--- src/rtl/core/srsd_pkg.sv ---
// ----------------------------------------------------------------------------
// srsd_pkg: shared types and constants of the scanline sprite decoder
// Beat types of both channels, the register file image, the span request
// passed from the parser to the clipper, and the raster size limit.
// ----------------------------------------------------------------------------
package srsd_pkg;

   // Largest raster side; wider or taller register values saturate here
   localparam int unsigned MAX_DIM = 1024;

   // Signed width of intermediate column positions (origin + offset + run)
   localparam int unsigned POS_W = 20;

   // Register indexes, decoded from paddr[3:2]
   localparam logic [1:0] REG_RASTER_WIDTH  = 2'd0;
   localparam logic [1:0] REG_RASTER_HEIGHT = 2'd1;
   localparam logic [1:0] REG_ANCHOR_LEFT   = 2'd2;
   localparam logic [1:0] REG_ANCHOR_ABOVE  = 2'd3;

   typedef struct packed {
      logic [7:0] in_byte;
      logic       shape_start;
   } req_type;

   typedef struct packed {
      logic [9:0] span_x;
      logic [9:0] span_y;
      logic [6:0] span_len;
      logic [7:0] pixel_value;
      logic       shape_done;
   } rsp_type;

   typedef struct packed {
      logic [10:0] raster_width;
      logic [10:0] raster_height;
      logic [15:0] anchor_left;
      logic [15:0] anchor_above;
   } cfg_type;

   // Unclipped span produced by the parser for one beat
   typedef struct packed {
      logic             emit;
      logic             done;
      logic [POS_W-1:0] x0;
      logic [16:0]      y;
      logic [6:0]       n;
      logic [7:0]       pixel;
   } span_req_type;

endpackage

--- src/rtl/core/srsd_csr.sv ---
// ----------------------------------------------------------------------------
// srsd_csr: configuration registers
// APB-style register file with raster size and anchor registers.
// ----------------------------------------------------------------------------
module srsd_csr
   import srsd_pkg::*;
(
   input  logic        clock,
   input  logic        reset,
   input  logic        psel,
   input  logic        penable,
   input  logic        pwrite,
   input  logic [3:0]  paddr,
   input  logic [31:0] pwdata,
   output logic [31:0] prdata,
   output logic        pready,
   output cfg_type     cfg
);

   cfg_type    cfg_ff;
   cfg_type    cfg_in;
   logic [1:0] reg_index;
   logic       wr_en;

   assign reg_index = paddr[3:2];
   assign wr_en     = psel && penable && pwrite;
   assign pready    = 1'b1;
   assign cfg       = cfg_ff;

   // Update the addressed register on a write access
   always_comb begin
      cfg_in = cfg_ff;
      if (wr_en) begin
         unique case (reg_index)
            REG_RASTER_WIDTH:  cfg_in.raster_width  = pwdata[10:0];
            REG_RASTER_HEIGHT: cfg_in.raster_height = pwdata[10:0];
            REG_ANCHOR_LEFT:   cfg_in.anchor_left   = pwdata[15:0];
            REG_ANCHOR_ABOVE:  cfg_in.anchor_above  = pwdata[15:0];
            default:           cfg_in = cfg_ff;
         endcase
      end
   end

   always_ff @(posedge clock) begin
      if (reset) begin
         cfg_ff <= '0;
      end else begin
         cfg_ff <= cfg_in;
      end
   end

   // Read back
   always_comb begin
      unique case (reg_index)
         REG_RASTER_WIDTH:  prdata = {21'd0, cfg_ff.raster_width};
         REG_RASTER_HEIGHT: prdata = {21'd0, cfg_ff.raster_height};
         REG_ANCHOR_LEFT:   prdata = {16'd0, cfg_ff.anchor_left};
         REG_ANCHOR_ABOVE:  prdata = {16'd0, cfg_ff.anchor_above};
         default:           prdata = '0;
      endcase
   end

endmodule

--- src/rtl/core/srsd_parse.sv ---
// ----------------------------------------------------------------------------
// srsd_parse: stream parser
// Walks the header, origin words and line body one byte per step and
// presents the unclipped span that the current byte writes.
// ----------------------------------------------------------------------------
module srsd_parse
   import srsd_pkg::*;
(
   input  logic         clock,
   input  logic         reset,
   input  logic         step,
   input  req_type      beat,
   input  cfg_type      cfg,
   output span_req_type span
);

   localparam logic [3:0] PH_HDR_LO  = 4'd0;
   localparam logic [3:0] PH_HDR_HI  = 4'd1;
   localparam logic [3:0] PH_X_LO    = 4'd2;
   localparam logic [3:0] PH_X_HI    = 4'd3;
   localparam logic [3:0] PH_Y_LO    = 4'd4;
   localparam logic [3:0] PH_Y_HI    = 4'd5;
   localparam logic [3:0] PH_RAW     = 4'd6;
   localparam logic [3:0] PH_COUNT   = 4'd7;
   localparam logic [3:0] PH_REPEAT  = 4'd8;
   localparam logic [3:0] PH_LITERAL = 4'd9;

   logic [3:0]  phase_ff,     phase_in;
   logic [7:0]  low_hold_ff,  low_hold_in;
   logic [14:0] remaining_ff, remaining_in;
   logic        encoded_ff,   encoded_in;
   logic [16:0] origin_x_ff,  origin_x_in;
   logic [16:0] origin_y_ff,  origin_y_in;
   logic [14:0] offset_ff,    offset_in;
   logic [6:0]  literal_ff,   literal_in;

   logic [3:0]  phase_cur;
   logic [7:0]  b;
   logic [15:0] word;
   logic [16:0] word_ext;
   logic [6:0]  run_clamped;
   logic [6:0]  step_len;
   logic [14:0] offset_sum;
   logic [14:0] rem_diff;
   logic [6:0]  lit_dec;

   assign b         = beat.in_byte;
   assign phase_cur = beat.shape_start ? PH_HDR_LO : phase_ff;
   assign word      = {b, low_hold_ff};
   assign word_ext  = {word[15], word};

   // Repeat runs stop at the end of the line
   assign run_clamped = ({8'd0, literal_ff} > remaining_ff) ? remaining_ff[6:0] : literal_ff;
   assign step_len    = (phase_cur == PH_REPEAT) ? run_clamped : 7'd1;
   assign offset_sum  = offset_ff + {8'd0, step_len};
   assign rem_diff    = remaining_ff - {8'd0, step_len};
   assign lit_dec     = literal_ff - 7'd1;

   // Span candidate for this byte, from the line state before the update
   always_comb begin
      span.emit  = (phase_cur == PH_RAW) || (phase_cur == PH_REPEAT) ||
                   (phase_cur == PH_LITERAL);
      span.done  = (phase_cur == PH_HDR_HI) && (word == 16'd0);
      span.x0    = {{(POS_W-17){origin_x_ff[16]}}, origin_x_ff} +
                   {{(POS_W-15){1'b0}}, offset_ff};
      span.y     = origin_y_ff;
      span.n     = step_len;
      span.pixel = b;
   end

   // Next parser state
   always_comb begin
      phase_in     = phase_cur;
      low_hold_in  = low_hold_ff;
      remaining_in = remaining_ff;
      encoded_in   = encoded_ff;
      origin_x_in  = origin_x_ff;
      origin_y_in  = origin_y_ff;
      offset_in    = offset_ff;
      literal_in   = literal_ff;
      unique case (phase_cur)
         PH_HDR_LO: begin
            low_hold_in = b;
            phase_in    = PH_HDR_HI;
         end
         PH_HDR_HI: begin
            if (word == 16'd0) begin
               phase_in = PH_HDR_LO;
            end else begin
               encoded_in   = word[0];
               remaining_in = word[15:1];
               phase_in     = PH_X_LO;
            end
         end
         PH_X_LO: begin
            low_hold_in = b;
            phase_in    = PH_X_HI;
         end
         PH_X_HI: begin
            origin_x_in = word_ext + {cfg.anchor_left[15], cfg.anchor_left};
            phase_in    = PH_Y_LO;
         end
         PH_Y_LO: begin
            low_hold_in = b;
            phase_in    = PH_Y_HI;
         end
         PH_Y_HI: begin
            origin_y_in = word_ext + {cfg.anchor_above[15], cfg.anchor_above};
            offset_in   = '0;
            literal_in  = '0;
            if (remaining_ff == 15'd0) begin
               phase_in = PH_HDR_LO;
            end else begin
               phase_in = encoded_ff ? PH_COUNT : PH_RAW;
            end
         end
         PH_RAW: begin
            offset_in    = offset_sum;
            remaining_in = rem_diff;
            phase_in     = (rem_diff == 15'd0) ? PH_HDR_LO : PH_RAW;
         end
         PH_COUNT: begin
            if (b[7:1] == 7'd0) begin
               phase_in = PH_HDR_LO;
            end else begin
               literal_in = b[7:1];
               phase_in   = b[0] ? PH_REPEAT : PH_LITERAL;
            end
         end
         PH_REPEAT: begin
            literal_in   = '0;
            offset_in    = offset_sum;
            remaining_in = rem_diff;
            phase_in     = (rem_diff == 15'd0) ? PH_HDR_LO : PH_COUNT;
         end
         PH_LITERAL: begin
            literal_in   = lit_dec;
            offset_in    = offset_sum;
            remaining_in = rem_diff;
            if (rem_diff == 15'd0) begin
               phase_in = PH_HDR_LO;
            end else begin
               phase_in = (lit_dec == 7'd0) ? PH_COUNT : PH_LITERAL;
            end
         end
         default: begin
            phase_in = PH_HDR_LO;
         end
      endcase
   end

   // Advance only when the beat is consumed
   always_ff @(posedge clock) begin
      if (reset) begin
         phase_ff     <= PH_HDR_LO;
         low_hold_ff  <= '0;
         remaining_ff <= '0;
         encoded_ff   <= 1'b0;
         origin_x_ff  <= '0;
         origin_y_ff  <= '0;
         offset_ff    <= '0;
         literal_ff   <= '0;
      end else if (step) begin
         phase_ff     <= phase_in;
         low_hold_ff  <= low_hold_in;
         remaining_ff <= remaining_in;
         encoded_ff   <= encoded_in;
         origin_x_ff  <= origin_x_in;
         origin_y_ff  <= origin_y_in;
         offset_ff    <= offset_in;
         literal_ff   <= literal_in;
      end
   end

endmodule

--- src/rtl/core/srsd_clip.sv ---
// ----------------------------------------------------------------------------
// srsd_clip: raster clipper
// Cuts a span to the raster, drops spans outside it, and forms the
// result beat for spans and shape ends.
// ----------------------------------------------------------------------------
module srsd_clip
   import srsd_pkg::*;
(
   input  span_req_type span,
   input  cfg_type      cfg,
   output logic         hit,
   output rsp_type      rsp
);

   logic [POS_W-1:0]        dim_max;
   logic [POS_W-1:0]        w_raw;
   logic [POS_W-1:0]        h_raw;
   logic signed [POS_W-1:0] w;
   logic signed [POS_W-1:0] h;
   logic signed [POS_W-1:0] x0;
   logic signed [POS_W-1:0] x1;
   logic signed [POS_W-1:0] y;
   logic signed [POS_W-1:0] x0c;
   logic signed [POS_W-1:0] x1c;
   logic [POS_W-1:0]        len;
   logic                    row_ok;
   logic                    col_ok;

   // Saturate the raster size
   assign dim_max = POS_W'(MAX_DIM);
   assign w_raw   = {{(POS_W-11){1'b0}}, cfg.raster_width};
   assign h_raw   = {{(POS_W-11){1'b0}}, cfg.raster_height};
   assign w       = $signed((w_raw > dim_max) ? dim_max : w_raw);
   assign h       = $signed((h_raw > dim_max) ? dim_max : h_raw);

   // Clip both ends of the span
   assign x0     = $signed(span.x0);
   assign x1     = x0 + $signed({{(POS_W-7){1'b0}}, span.n});
   assign y      = $signed({{(POS_W-17){span.y[16]}}, span.y});
   assign x0c    = (x0 < 0) ? '0 : x0;
   assign x1c    = (x1 > w) ? w : x1;
   assign row_ok = (y >= 0) && (y < h);
   assign col_ok = x0c < x1c;
   assign len    = x1c - x0c;

   assign hit = span.done || (span.emit && row_ok && col_ok);

   always_comb begin
      if (span.done) begin
         rsp            = '0;
         rsp.shape_done = 1'b1;
      end else begin
         rsp.span_x      = x0c[9:0];
         rsp.span_y      = y[9:0];
         rsp.span_len    = len[6:0];
         rsp.pixel_value = span.pixel;
         rsp.shape_done  = 1'b0;
      end
   end

endmodule

--- src/rtl/core/scanline_rle_sprite_decoder.sv ---
// ----------------------------------------------------------------------------
// scanline_rle_sprite_decoder: run-length scanline sprite decoder
// Parses an encoded sprite byte stream and emits clipped horizontal spans.
// ----------------------------------------------------------------------------
// Usage:
//   req_* carries one stream byte per beat (in_byte, shape_start). A beat
//   is taken when req_valid is high and req_stall is low.
//   rsp_* carries at most one span per input byte: clipped start column,
//   row, length and palette index, or a shape_done beat with all else zero
//   when a zero header ends the shape. Fully clipped spans send nothing.
//   The APB-style port (psel/penable/pwrite/paddr/pwdata) sets raster width,
//   raster height and the two anchors at byte addresses 0, 4, 8 and 12;
//   write it only while the stream is idle.
// Timing:
//   One byte per cycle while rsp_stall is low. A byte lands in the input
//   register, is parsed and clipped from there, and its span is registered
//   in the output register that drives rsp_*.
//   When rsp_stall holds the output register, the input register still
//   takes one more byte; after that req_stall rises until the span drains.
// Reset:
//   Synchronous reset empties both registers, clears the registers of the
//   configuration port and puts the parser at the start of a header.
// ----------------------------------------------------------------------------
module scanline_rle_sprite_decoder
   import srsd_pkg::*;
(
   input  logic        clock,
   input  logic        reset,
   input  logic        req_valid,
   output logic        req_stall,
   input  req_type     req_data,
   output logic        rsp_valid,
   input  logic        rsp_stall,
   output rsp_type     rsp_data,
   input  logic        psel,
   input  logic        penable,
   input  logic        pwrite,
   input  logic [3:0]  paddr,
   input  logic [31:0] pwdata,
   output logic [31:0] prdata,
   output logic        pready
);

   cfg_type      cfg;
   span_req_type span;
   rsp_type      clip_rsp;
   logic         clip_hit;

   logic         in_valid_ff, in_valid_in;
   req_type      in_data_ff,  in_data_in;
   logic         out_valid_ff, out_valid_in;
   rsp_type      out_data_ff,  out_data_in;
   logic         advance;
   logic         accept;

   srsd_csr u_csr (
      .clock   (clock),
      .reset   (reset),
      .psel    (psel),
      .penable (penable),
      .pwrite  (pwrite),
      .paddr   (paddr),
      .pwdata  (pwdata),
      .prdata  (prdata),
      .pready  (pready),
      .cfg     (cfg)
   );

   srsd_parse u_parse (
      .clock (clock),
      .reset (reset),
      .step  (advance),
      .beat  (in_data_ff),
      .cfg   (cfg),
      .span  (span)
   );

   srsd_clip u_clip (
      .span (span),
      .cfg  (cfg),
      .hit  (clip_hit),
      .rsp  (clip_rsp)
   );

   // Move the held beat on when the output register is free or draining
   assign advance   = in_valid_ff && (!out_valid_ff || !rsp_stall);
   assign req_stall = in_valid_ff && !advance;
   assign accept    = req_valid && !req_stall;

   // Input register
   always_comb begin
      in_data_in = in_data_ff;
      if (accept) begin
         in_valid_in = 1'b1;
         in_data_in  = req_data;
      end else if (advance) begin
         in_valid_in = 1'b0;
      end else begin
         in_valid_in = in_valid_ff;
      end
   end

   // Output register
   always_comb begin
      out_data_in = out_data_ff;
      if (advance) begin
         out_valid_in = clip_hit;
         out_data_in  = clip_rsp;
      end else if (out_valid_ff && !rsp_stall) begin
         out_valid_in = 1'b0;
      end else begin
         out_valid_in = out_valid_ff;
      end
   end

   always_ff @(posedge clock) begin
      if (reset) begin
         in_valid_ff  <= 1'b0;
         out_valid_ff <= 1'b0;
      end else begin
         in_valid_ff  <= in_valid_in;
         out_valid_ff <= out_valid_in;
      end
   end

   always_ff @(posedge clock) begin
      in_data_ff  <= in_data_in;
      out_data_ff <= out_data_in;
   end

   assign rsp_valid = out_valid_ff;
   assign rsp_data  = out_data_ff;

endmodule

--- config.mk ---
export PLATFORM = sky130hd
export DESIGN_NAME = scanline_rle_sprite_decoder
export DESIGN_NICKNAME = d
export VERILOG_FILES = /design/src/rtl/core/srsd_pkg.sv /design/src/rtl/core/srsd_csr.sv /design/src/rtl/core/srsd_parse.sv /design/src/rtl/core/srsd_clip.sv /design/src/rtl/core/scanline_rle_sprite_decoder.sv
export SDC_FILE = /design/constraint.sdc
export NUM_CORES = 1
export LEC_CHECK = 0
export BUFFER_PORTS_ARGS = -buffer_cell sky130_fd_sc_hd__buf_2
export CORE_ASPECT_RATIO = 1.4
export CORE_UTILIZATION = 60
export CTS_CLUSTER_DIAMETER = 60
export DETAILED_ROUTE_END_ITERATION = 8
export PLACE_DENSITY = 0.92
export SLEW_MARGIN = 20
export SYNTH_ARGS = -nofsm -noshare
export SYNTH_HDL_FRONTEND = slang
export SYNTH_SLANG_ARGS = --single-unit
--- constraint.sdc ---
create_clock -name clock -period 9.97 [get_ports clock]
set_input_delay 0.4985 -clock clock [delete_from_list [all_inputs] [get_ports clock]]
set_output_delay 0.4985 -clock clock [all_outputs]
set_load 0.005 [all_outputs]
==> flow_metrics.env, run 1 <==
export IMPL_root_buffer="clkbuf_16"
export IMPL_max_freq_mhz=109
export IMPL_crit_required_ns=10.30
export IMPL_drtIter0Drc=1193
export IMPL_port_buffers=87
export IMPL_postSynthAreaPerCell_um2=8.36
export IMPL_critPathLaunch="u_parse.remaining_ff[10]"
export IMPL_synth_edf_count=45
export IMPL_power_density_nw_per_um2=117
export IMPL_synth_most_common_cell="nand2_1"
export IMPL_layout_nets=1743
export IMPL_post_drt_wl_per_cell_um=19.3
export IMPL_ir_drop_mv=0.154
export IMPL_endpoint="rsp_valid"
export IMPL_async_reset_ff_frac=0
export IMPL_tightest_slew_ns=1.00
export IMPL_postLayoutCoreUtil=0.668
export IMPL_syn_area_um2=12700
export IMPL_hold_viol=0
export IMPL_r2r_start="u_parse.remaining_ff[10]"
export IMPL_area_growth_pct=8.81
export IMPL_io_pins=123
export IMPL_yosys_area_top_type="dfxtp_1"
export IMPL_cts_tree="yes"
export IMPL_wirelength_um=35400
export IMPL_final_max_slew_viol_count=0
export IMPL_fin_crit_sh=0.924
export IMPL_synthTopCellsByCount="227 x nand2_1, 149 x nor2_1, 145 x a21oi_1, 140 x dfxtp_1, 121 x ha_1"
export IMPL_finalCriticalPeriod_ns=9.21
export IMPL_fp_dieH_um=174
export IMPL_cts_sinks=185
export IMPL_start_util=0.614
export IMPL_min_path_type="input pin to register"
export IMPL_path_class="register to register"
export IMPL_synth_distinct_cells=78
export IMPL_gp_congestion=0.924
export IMPL_drive_gt1_frac=0.105
export IMPL_cp_slowest_stage_delay_ns=0.60
export IMPL_clock_path_buffers=2
export IMPL_cts_setup_buffers=0
export IMPL_rrSetupSlack_ns=0.76
export IMPL_violations="design-rule violations"
export IMPL_grt_max_degree=92
export IMPL_rsz0062_at_grt="no"
export IMPL_clk_latency_ns=0.45
export IMPL_synthCells=1515
export IMPL_yosys_warnings=0
export IMPL_finClkSkew_ns=0.00994
export IMPL_worstPathMaxFanout=10
export IMPL_cp_arrival_ns=9.54
export IMPL_antenna_found_initial=0
export IMPL_path_clk_slew_ns=0.07
export IMPL_status="complete, but fails checks"
export IMPL_grt_pass1_wl_um=55800
export IMPL_overflow=0
export IMPL_finalSetupViolCount=0
export IMPL_ant_nets=0
export IMPL_ys_seq_area_frac=0.328
export IMPL_drc=15
export IMPL_cp_start_kind="register"
export IMPL_drv_cap=0
export IMPL_end_kind="register"
export IMPL_grt_pass1_vias=11200
export IMPL_dieArea_um2=21700
export IMPL_vias=11800
export IMPL_rows=62
export IMPL_ys_flop_type="dfxtp_1"
export IMPL_ys_seq_elements=185
export IMPL_relSlewSlack=0.332
export IMPL_diodes=0
export IMPL_htreeDepth=4
export IMPL_fin_setup_tns_ns=0
export IMPL_critPathSlowestCell="nor2_1"
export IMPL_reg2reg_depth=34
export IMPL_via_per_inst=6.45
export IMPL_ctsHoldBuffers=0
export IMPL_die_w_um=125
export IMPL_core_um2=20600
export IMPL_r2r_end="rsp_valid"
export IMPL_static_leakage_power_nw=5.71
export IMPL_gr_usage_all_layers=0.323
export IMPL_synthTopCellsByArea="dfxtp_1 22%, ha_1 12%, edfxtp_1 11%, nand2_1 6.7%, a21oi_1 5.7%"
export IMPL_first_pass_iters=9
export IMPL_dpl_hpwl_um=25700
export IMPL_num_fill_cells=1542
export IMPL_crit_top_cell="o21ai_0"
export IMPL_ctsResizeCount=0
export IMPL_netlist_area_leader_share=0.221
export IMPL_cts_buffers=17
## cells by family (layout without fill, tap and decap cells)
kind of cell / Yosys count / after routing / share of synthesized area
AO/OA/AOI/OAI: 354 / 354 / 0.177
buffers and inverters: 147 / 193 / 0.0508
AND/OR/NAND/NOR: 581 / 581 / 0.215
multiplexers: 52 / 52 / 0.0522
other: 2 / 17 / 0.000593
flip-flops: 185 / 185 / 0.328
XOR/XNOR: 66 / 66 / 0.0456
adder cells (fa/ha/maj): 128 / 128 / 0.131
## area by class of cell
| type | count | area (um2) | area share |
|---|---|---|---|
| Tap cell | 256 | 320 | 0.0232 |
| Multi-Input combinational cell | 1198 | 7950 | 0.577 |
| Timing Repair Buffer | 99 | 528 | 0.0383 |
| Sequential cell | 185 | 4150 | 0.301 |
| Clock inverter | 10 | 104 | 0.00754 |
| Clock buffer | 22 | 495 | 0.0360 |
| Inverter | 62 | 233 | 0.0169 |
## metal layers
metal / up-vias / part of all wire / GRT usage
met3: 177 / 0.084 / 0.0566
met1: 5514 / 0.37 / 0.372
met2: 687 / 0.47 / 0.534
li1: 5432 / - / -
met5: - / 0 / 0
met4: 0 / 0.075 / 0.251
## sequential cells by signal, summed over array words and instances (netlist names), 4 cells and up
name                  count
in_data_ff                9
rsp_data                 36
u_csr.cfg                54
u_parse.literal_ff        7
u_parse.low_hold_ff       8
u_parse.offset_ff        15
u_parse.origin_x_ff      17
u_parse.origin_y_ff      17
u_parse.phase_ff          4
u_parse.remaining_ff     15
## cells in the final DEF, fill, tap and decap left out, drive strengths merged, types with 21 or more instances in the layout
cell | netlist | layout
nand3 | 28 | 28
inv | 61 | 65
nor3 | 26 | 26
mux2i | 39 | 39
nand2 | 227 | 227
xnor2 | 36 | 36
nor2b | 38 | 38
a21oi | 145 | 145
nor2 | 149 | 149
clkbuf | 61 | 22
buf | 24 | 99
edfxtp | 45 | 45
o21ai | 51 | 51
a21o | 25 | 25
ha | 121 | 121
xor2 | 30 | 30
dfxtp | 140 | 140
nand2b | 21 | 21
## through the flow
step / cell area [um2] / hold slack (ns) / power, mW / std cells / setup slack, ns
6_report: 13800 / 0.225 / 1.62 / 1832 / 0.760
5_1_grt: 13800 / 0.217 / 1.66 / 1832 / 0.0186
4_1_cts: 13800 / 0.220 / 1.61 / 1832 / 1.00
3_5_place_dp: 13200 / 0.453 / 0.936 / 1800 / 1.12
3_3_place_gp: 13200 / 0.439 / 0.931 / 1800 / 1.33
2_1_floorplan: 12700 / 0.432 / 0.899 / 1530 / 2.26
## worst max-delay path: cells and delay by family, from the launching register on
kind | cells | cell delay, ns
DFF | 1 | 0.37
and+or+nand+nor | 9 | 3.43
AOI/OAI and AO/OA | 19 | 3.65
xor gates and xnor gates | 1 | 0.17
adders and majority gates | 3 | 0.90
muxes | 2 | 0.53
## worst min path at each step
| stage | slack, ns | depth (start not counted) | end | start |
|---|---|---|---|---|
| after floorplan | 0.43 | 2 | u_parse.origin_y_ff[13] | u_parse.origin_y_ff[13] |
| after global placement | 0.44 | 2 | u_parse.origin_y_ff[13] | u_parse.origin_y_ff[13] |
| after detailed placement | 0.45 | 2 | u_parse.origin_y_ff[13] | u_parse.origin_y_ff[13] |
| after CTS | 0.22 | 1 | in_data_ff[7] | req_data[7] |
| after global routing | 0.22 | 1 | in_data_ff[7] | req_data[7] |
| final | 0.22 | 1 | in_data_ff[7] | req_data[7] |
## where the power goes
part / total [mW] / leakage [nW] / internal, mW / switching (mW)
combinational: 0.125 / 3.84 / 0.0482 / 0.0765
clock: 0.694 / 0.299 / 0.384 / 0.310
sequential: 0.800 / 1.57 / 0.781 / 0.0196
total: 1.62 / 5.71 / 1.21 / 0.406
Power figures use the tool's default switching activity.
==> inputs of run 2 (changes only) <==
--- a/config.mk
+++ b/config.mk
@@ -5,12 +5,13 @@
 export SDC_FILE = /design/constraint.sdc
 export NUM_CORES = 1
 export LEC_CHECK = 0
+export ABC_AREA = 1
 export BUFFER_PORTS_ARGS = -buffer_cell sky130_fd_sc_hd__buf_2
 export CORE_ASPECT_RATIO = 1.4
 export CORE_UTILIZATION = 60
 export CTS_CLUSTER_DIAMETER = 60
 export DETAILED_ROUTE_END_ITERATION = 8
-export PLACE_DENSITY = 0.92
+export PLACE_DENSITY = 0.91
 export SLEW_MARGIN = 20
 export SYNTH_ARGS = -nofsm -noshare
 export SYNTH_HDL_FRONTEND = slang
==> constraint.sdc (replaced) <==
create_clock -name clock -period 11.2 [get_ports clock]
set_input_delay 0.56 -clock clock [delete_from_list [all_inputs] [get_ports clock]]
set_output_delay 0.56 -clock clock [all_outputs]
set_load 0.005 [all_outputs]
==> flow_metrics.env, run 2 <==
export IMPL_synth_edf_count=45
export IMPL_clockPowerShare=0.413
export IMPL_grt_pass1_wl_um=60300
export IMPL_finalSetupViolCount=0
export IMPL_min_path_type="input pin to register"
export IMPL_root_buffer="clkbuf_16"
export IMPL_reg2reg_depth=45
export IMPL_cts_setup_buffers=0
export IMPL_layout_nets=2161
export IMPL_synth_most_common_cell="nand2_1"
export IMPL_io_pins=123
export IMPL_yosys_area_top_type="dfxtp_1"
export IMPL_critPathSlowestCell="nor3_1"
export IMPL_hold_viol=0
export IMPL_async_reset_ff_frac=0
export IMPL_netlist_area_leader_share=0.211
export IMPL_r2r_start="u_parse.remaining_ff[1]"
export IMPL_gr_usage_all_layers=0.337
export IMPL_post_drt_wl_per_cell_um=16.5
export IMPL_cts_buffers=17
export IMPL_fin_setup_tns_ns=0
export IMPL_clock_path_buffers=2
export IMPL_finalCriticalPeriod_ns=7.53
export IMPL_drv_cap=0
export IMPL_static_leakage_power_nw=7.38
export IMPL_tightest_slew_ns=1.18
export IMPL_start_util=0.611
export IMPL_relSlewSlack=0.213
export IMPL_port_buffers=87
export IMPL_place_ws_ns=3.81
export IMPL_ys_seq_elements=185
export IMPL_ctsHoldBuffers=0
export IMPL_drc=0
export IMPL_dp_cells=2259
export IMPL_drtIter0Drc=997
export IMPL_fin_crit_sh=0.672
export IMPL_rsz0062_at_grt="no"
export IMPL_power_density_nw_per_um2=104
export IMPL_finClkSkew_ns=0.0113
export IMPL_ctsResizeCount=0
export IMPL_hp_start="req_data[8]"
export IMPL_synth_distinct_cells=55
export IMPL_overflow=0
export IMPL_switching_share=0.265
export IMPL_status="finished clean"
export IMPL_grt_pass1_vias=12800
export IMPL_final_common_cell="nand2_1"
export IMPL_final_cell_mix="404 x nand2_1, 244 x inv_1, 236 x nor2_1, 146 x o21ai_0, 144 x a21oi_1"
export IMPL_cp_arrival_ns=7.82
export IMPL_cts_sinks=185
export IMPL_first_pass_iters=5
export IMPL_fin_ws_ns=3.67
export IMPL_largest_register_ffs=54
export IMPL_r2r_end="rsp_valid"
export IMPL_p_seq_frac=0.475
export IMPL_ir_drop_mv=0.103
export IMPL_cp_start_kind="register"
export IMPL_diodes=0
export IMPL_die_w_um=128
export IMPL_multi_input_area_um2=7900
export IMPL_postLayoutCoreUtil=0.664
export IMPL_whs_endpoint="in_data_ff[8]"
export IMPL_yosys_warnings=0
export IMPL_core_um2=21800
export IMPL_end_kind="register"
export IMPL_crit_required_ns=11.49
export IMPL_final_cells=2291
export IMPL_internal_power_mw=1.11
export IMPL_crit_top_cell="nand2_1"
export IMPL_synthCells=1927
export IMPL_final_max_slew_viol_count=0
export IMPL_fp_dieH_um=178
export IMPL_rrSetupSlack_ns=3.67
export IMPL_via_per_inst=5.90
export IMPL_grt_max_degree=82
export IMPL_antenna_found_initial=0
export IMPL_ys_flop_type="dfxtp_1"
export IMPL_worstHoldPathCells=1
export IMPL_worstPathMaxFanout=24
export IMPL_path_clk_slew_ns=0.07
export IMPL_area_growth_pct=8.69
export IMPL_wirelength_um=37800
export IMPL_hold_worst_slack_ns=0.295
export IMPL_pwr_share_comb=0.111
export IMPL_ys_seq_area_frac=0.312
export IMPL_max_freq_mhz=133
export IMPL_postSynthAreaPerCell_um2=6.91
export IMPL_num_fill_cells=1875
export IMPL_synthTopCellsByArea="dfxtp_1 21%, nand2_1 11%, ha_1 11%, edfxtp_1 10%, inv_1 6.9%"
export IMPL_cts_tree="yes"
export IMPL_synthTopCellsByCount="404 x nand2_1, 245 x inv_1, 237 x nor2_1, 146 x o21ai_0, 144 x a21oi_1"
export IMPL_power_switching_mw=0.400
export IMPL_htreeDepth=4
export IMPL_dieArea_um2=22800
export IMPL_clk_latency_ns=0.44
export IMPL_gp_congestion=0.985
export IMPL_vias=13500
export IMPL_path_class="register to register"
export IMPL_dpl_hpwl_um=28800
export IMPL_ant_nets=0
export IMPL_drive_gt1_frac=0.0777
export IMPL_cp_slowest_stage_delay_ns=0.64
export IMPL_syn_area_um2=13300
export IMPL_regArea_um2=4150
export IMPL_rows=64
==> run 2: cell types whose count changed in the layout (fill, tap and decap cells not counted), sizes merged, moves of 21 or more <==
cell	delta
nand4	+26
mux2i	-39
nand2	+184
nor2b	-38
inv	+196
xnor2	-24
nand3	+79
nor2	+94
nand2b	-21
o21ai	+98
==> run 2: worst max-delay path by stage <==
| stage | startpoint | endpoint | slack, ns |
|---|---|---|---|
| final | u_parse.remaining_ff[1] | rsp_valid | 3.67 |
| after global routing | u_parse.remaining_ff[1] | rsp_valid | 2.87 |
| after CTS | u_parse.remaining_ff[1] | rsp_valid | 3.76 |
| after detailed placement | u_parse.remaining_ff[1] | rsp_valid | 3.81 |
| after global placement | u_parse.remaining_ff[1] | rsp_valid | 3.86 |
| after floorplan | u_parse.remaining_ff[1] | rsp_data[15] | 5.30 |
==> run 2: power by group through the flow <==
stage	logic [mW]	clock network (mW)	registers (mW)
6_report	0.168	0.623	0.716
5_1_grt	0.188	0.650	0.716
4_1_cts	0.164	0.624	0.715
3_5_place_dp	0.162	0	0.730
3_3_place_gp	0.158	0	0.730
2_1_floorplan	0.122	0	0.723
==> run 2: kinds of logic after synthesis <==
family	after synthesis	synth area share
adder cells (fa/ha/maj)	128	0.124
buffers and inverters	329	0.0990
XOR/XNOR	48	0.0316
AND/OR/NAND/NOR	853	0.270
AO/OA/AOI/OAI	382	0.163
other	2	0.000564
flip-flops	185	0.312
==> run 2: layout make-up <==
cell class | count | share of cell area
well taps | 297 | 0.0257
clock buffers | 21 | 0.0326
multi-input cells | 1428 | 0.546
repair buffers | 91 | 0.0322
clock inverters | 11 | 0.00917
inverters | 258 | 0.0669
flip-flops and latches | 185 | 0.287
==> run 2: metal layers <==
metal  part of all wire  up-vias  wire (um)  global-route usage
met5                  0        -          0                   0
met4              0.076        0       2860               0.260
met3              0.067      176       2530              0.0543
met2               0.49      643      18400               0.598
met1               0.37     6229      14000               0.356
li1                   -     6462          -                   -
==> run 2: critical path, delay by kind of cell (launching register included) <==
family | cells | cell delay, ns
AND/OR/NAND/NOR | 27 | 3.73
AO/OA/AOI/OAI | 8 | 1.42
adder cells (fa/ha/maj) | 4 | 1.21
flip-flops | 1 | 0.44
buffers and inverters | 5 | 0.41
XOR/XNOR | 1 | 0.19
==> run 2: stage by stage <==
stage	instance area (um2)	power, mW
CTS	14500	1.50
global placement	13900	0.888
detailed placement	13900	0.892
floorplan	13400	0.845
finish	14500	1.51
global route	14500	1.55
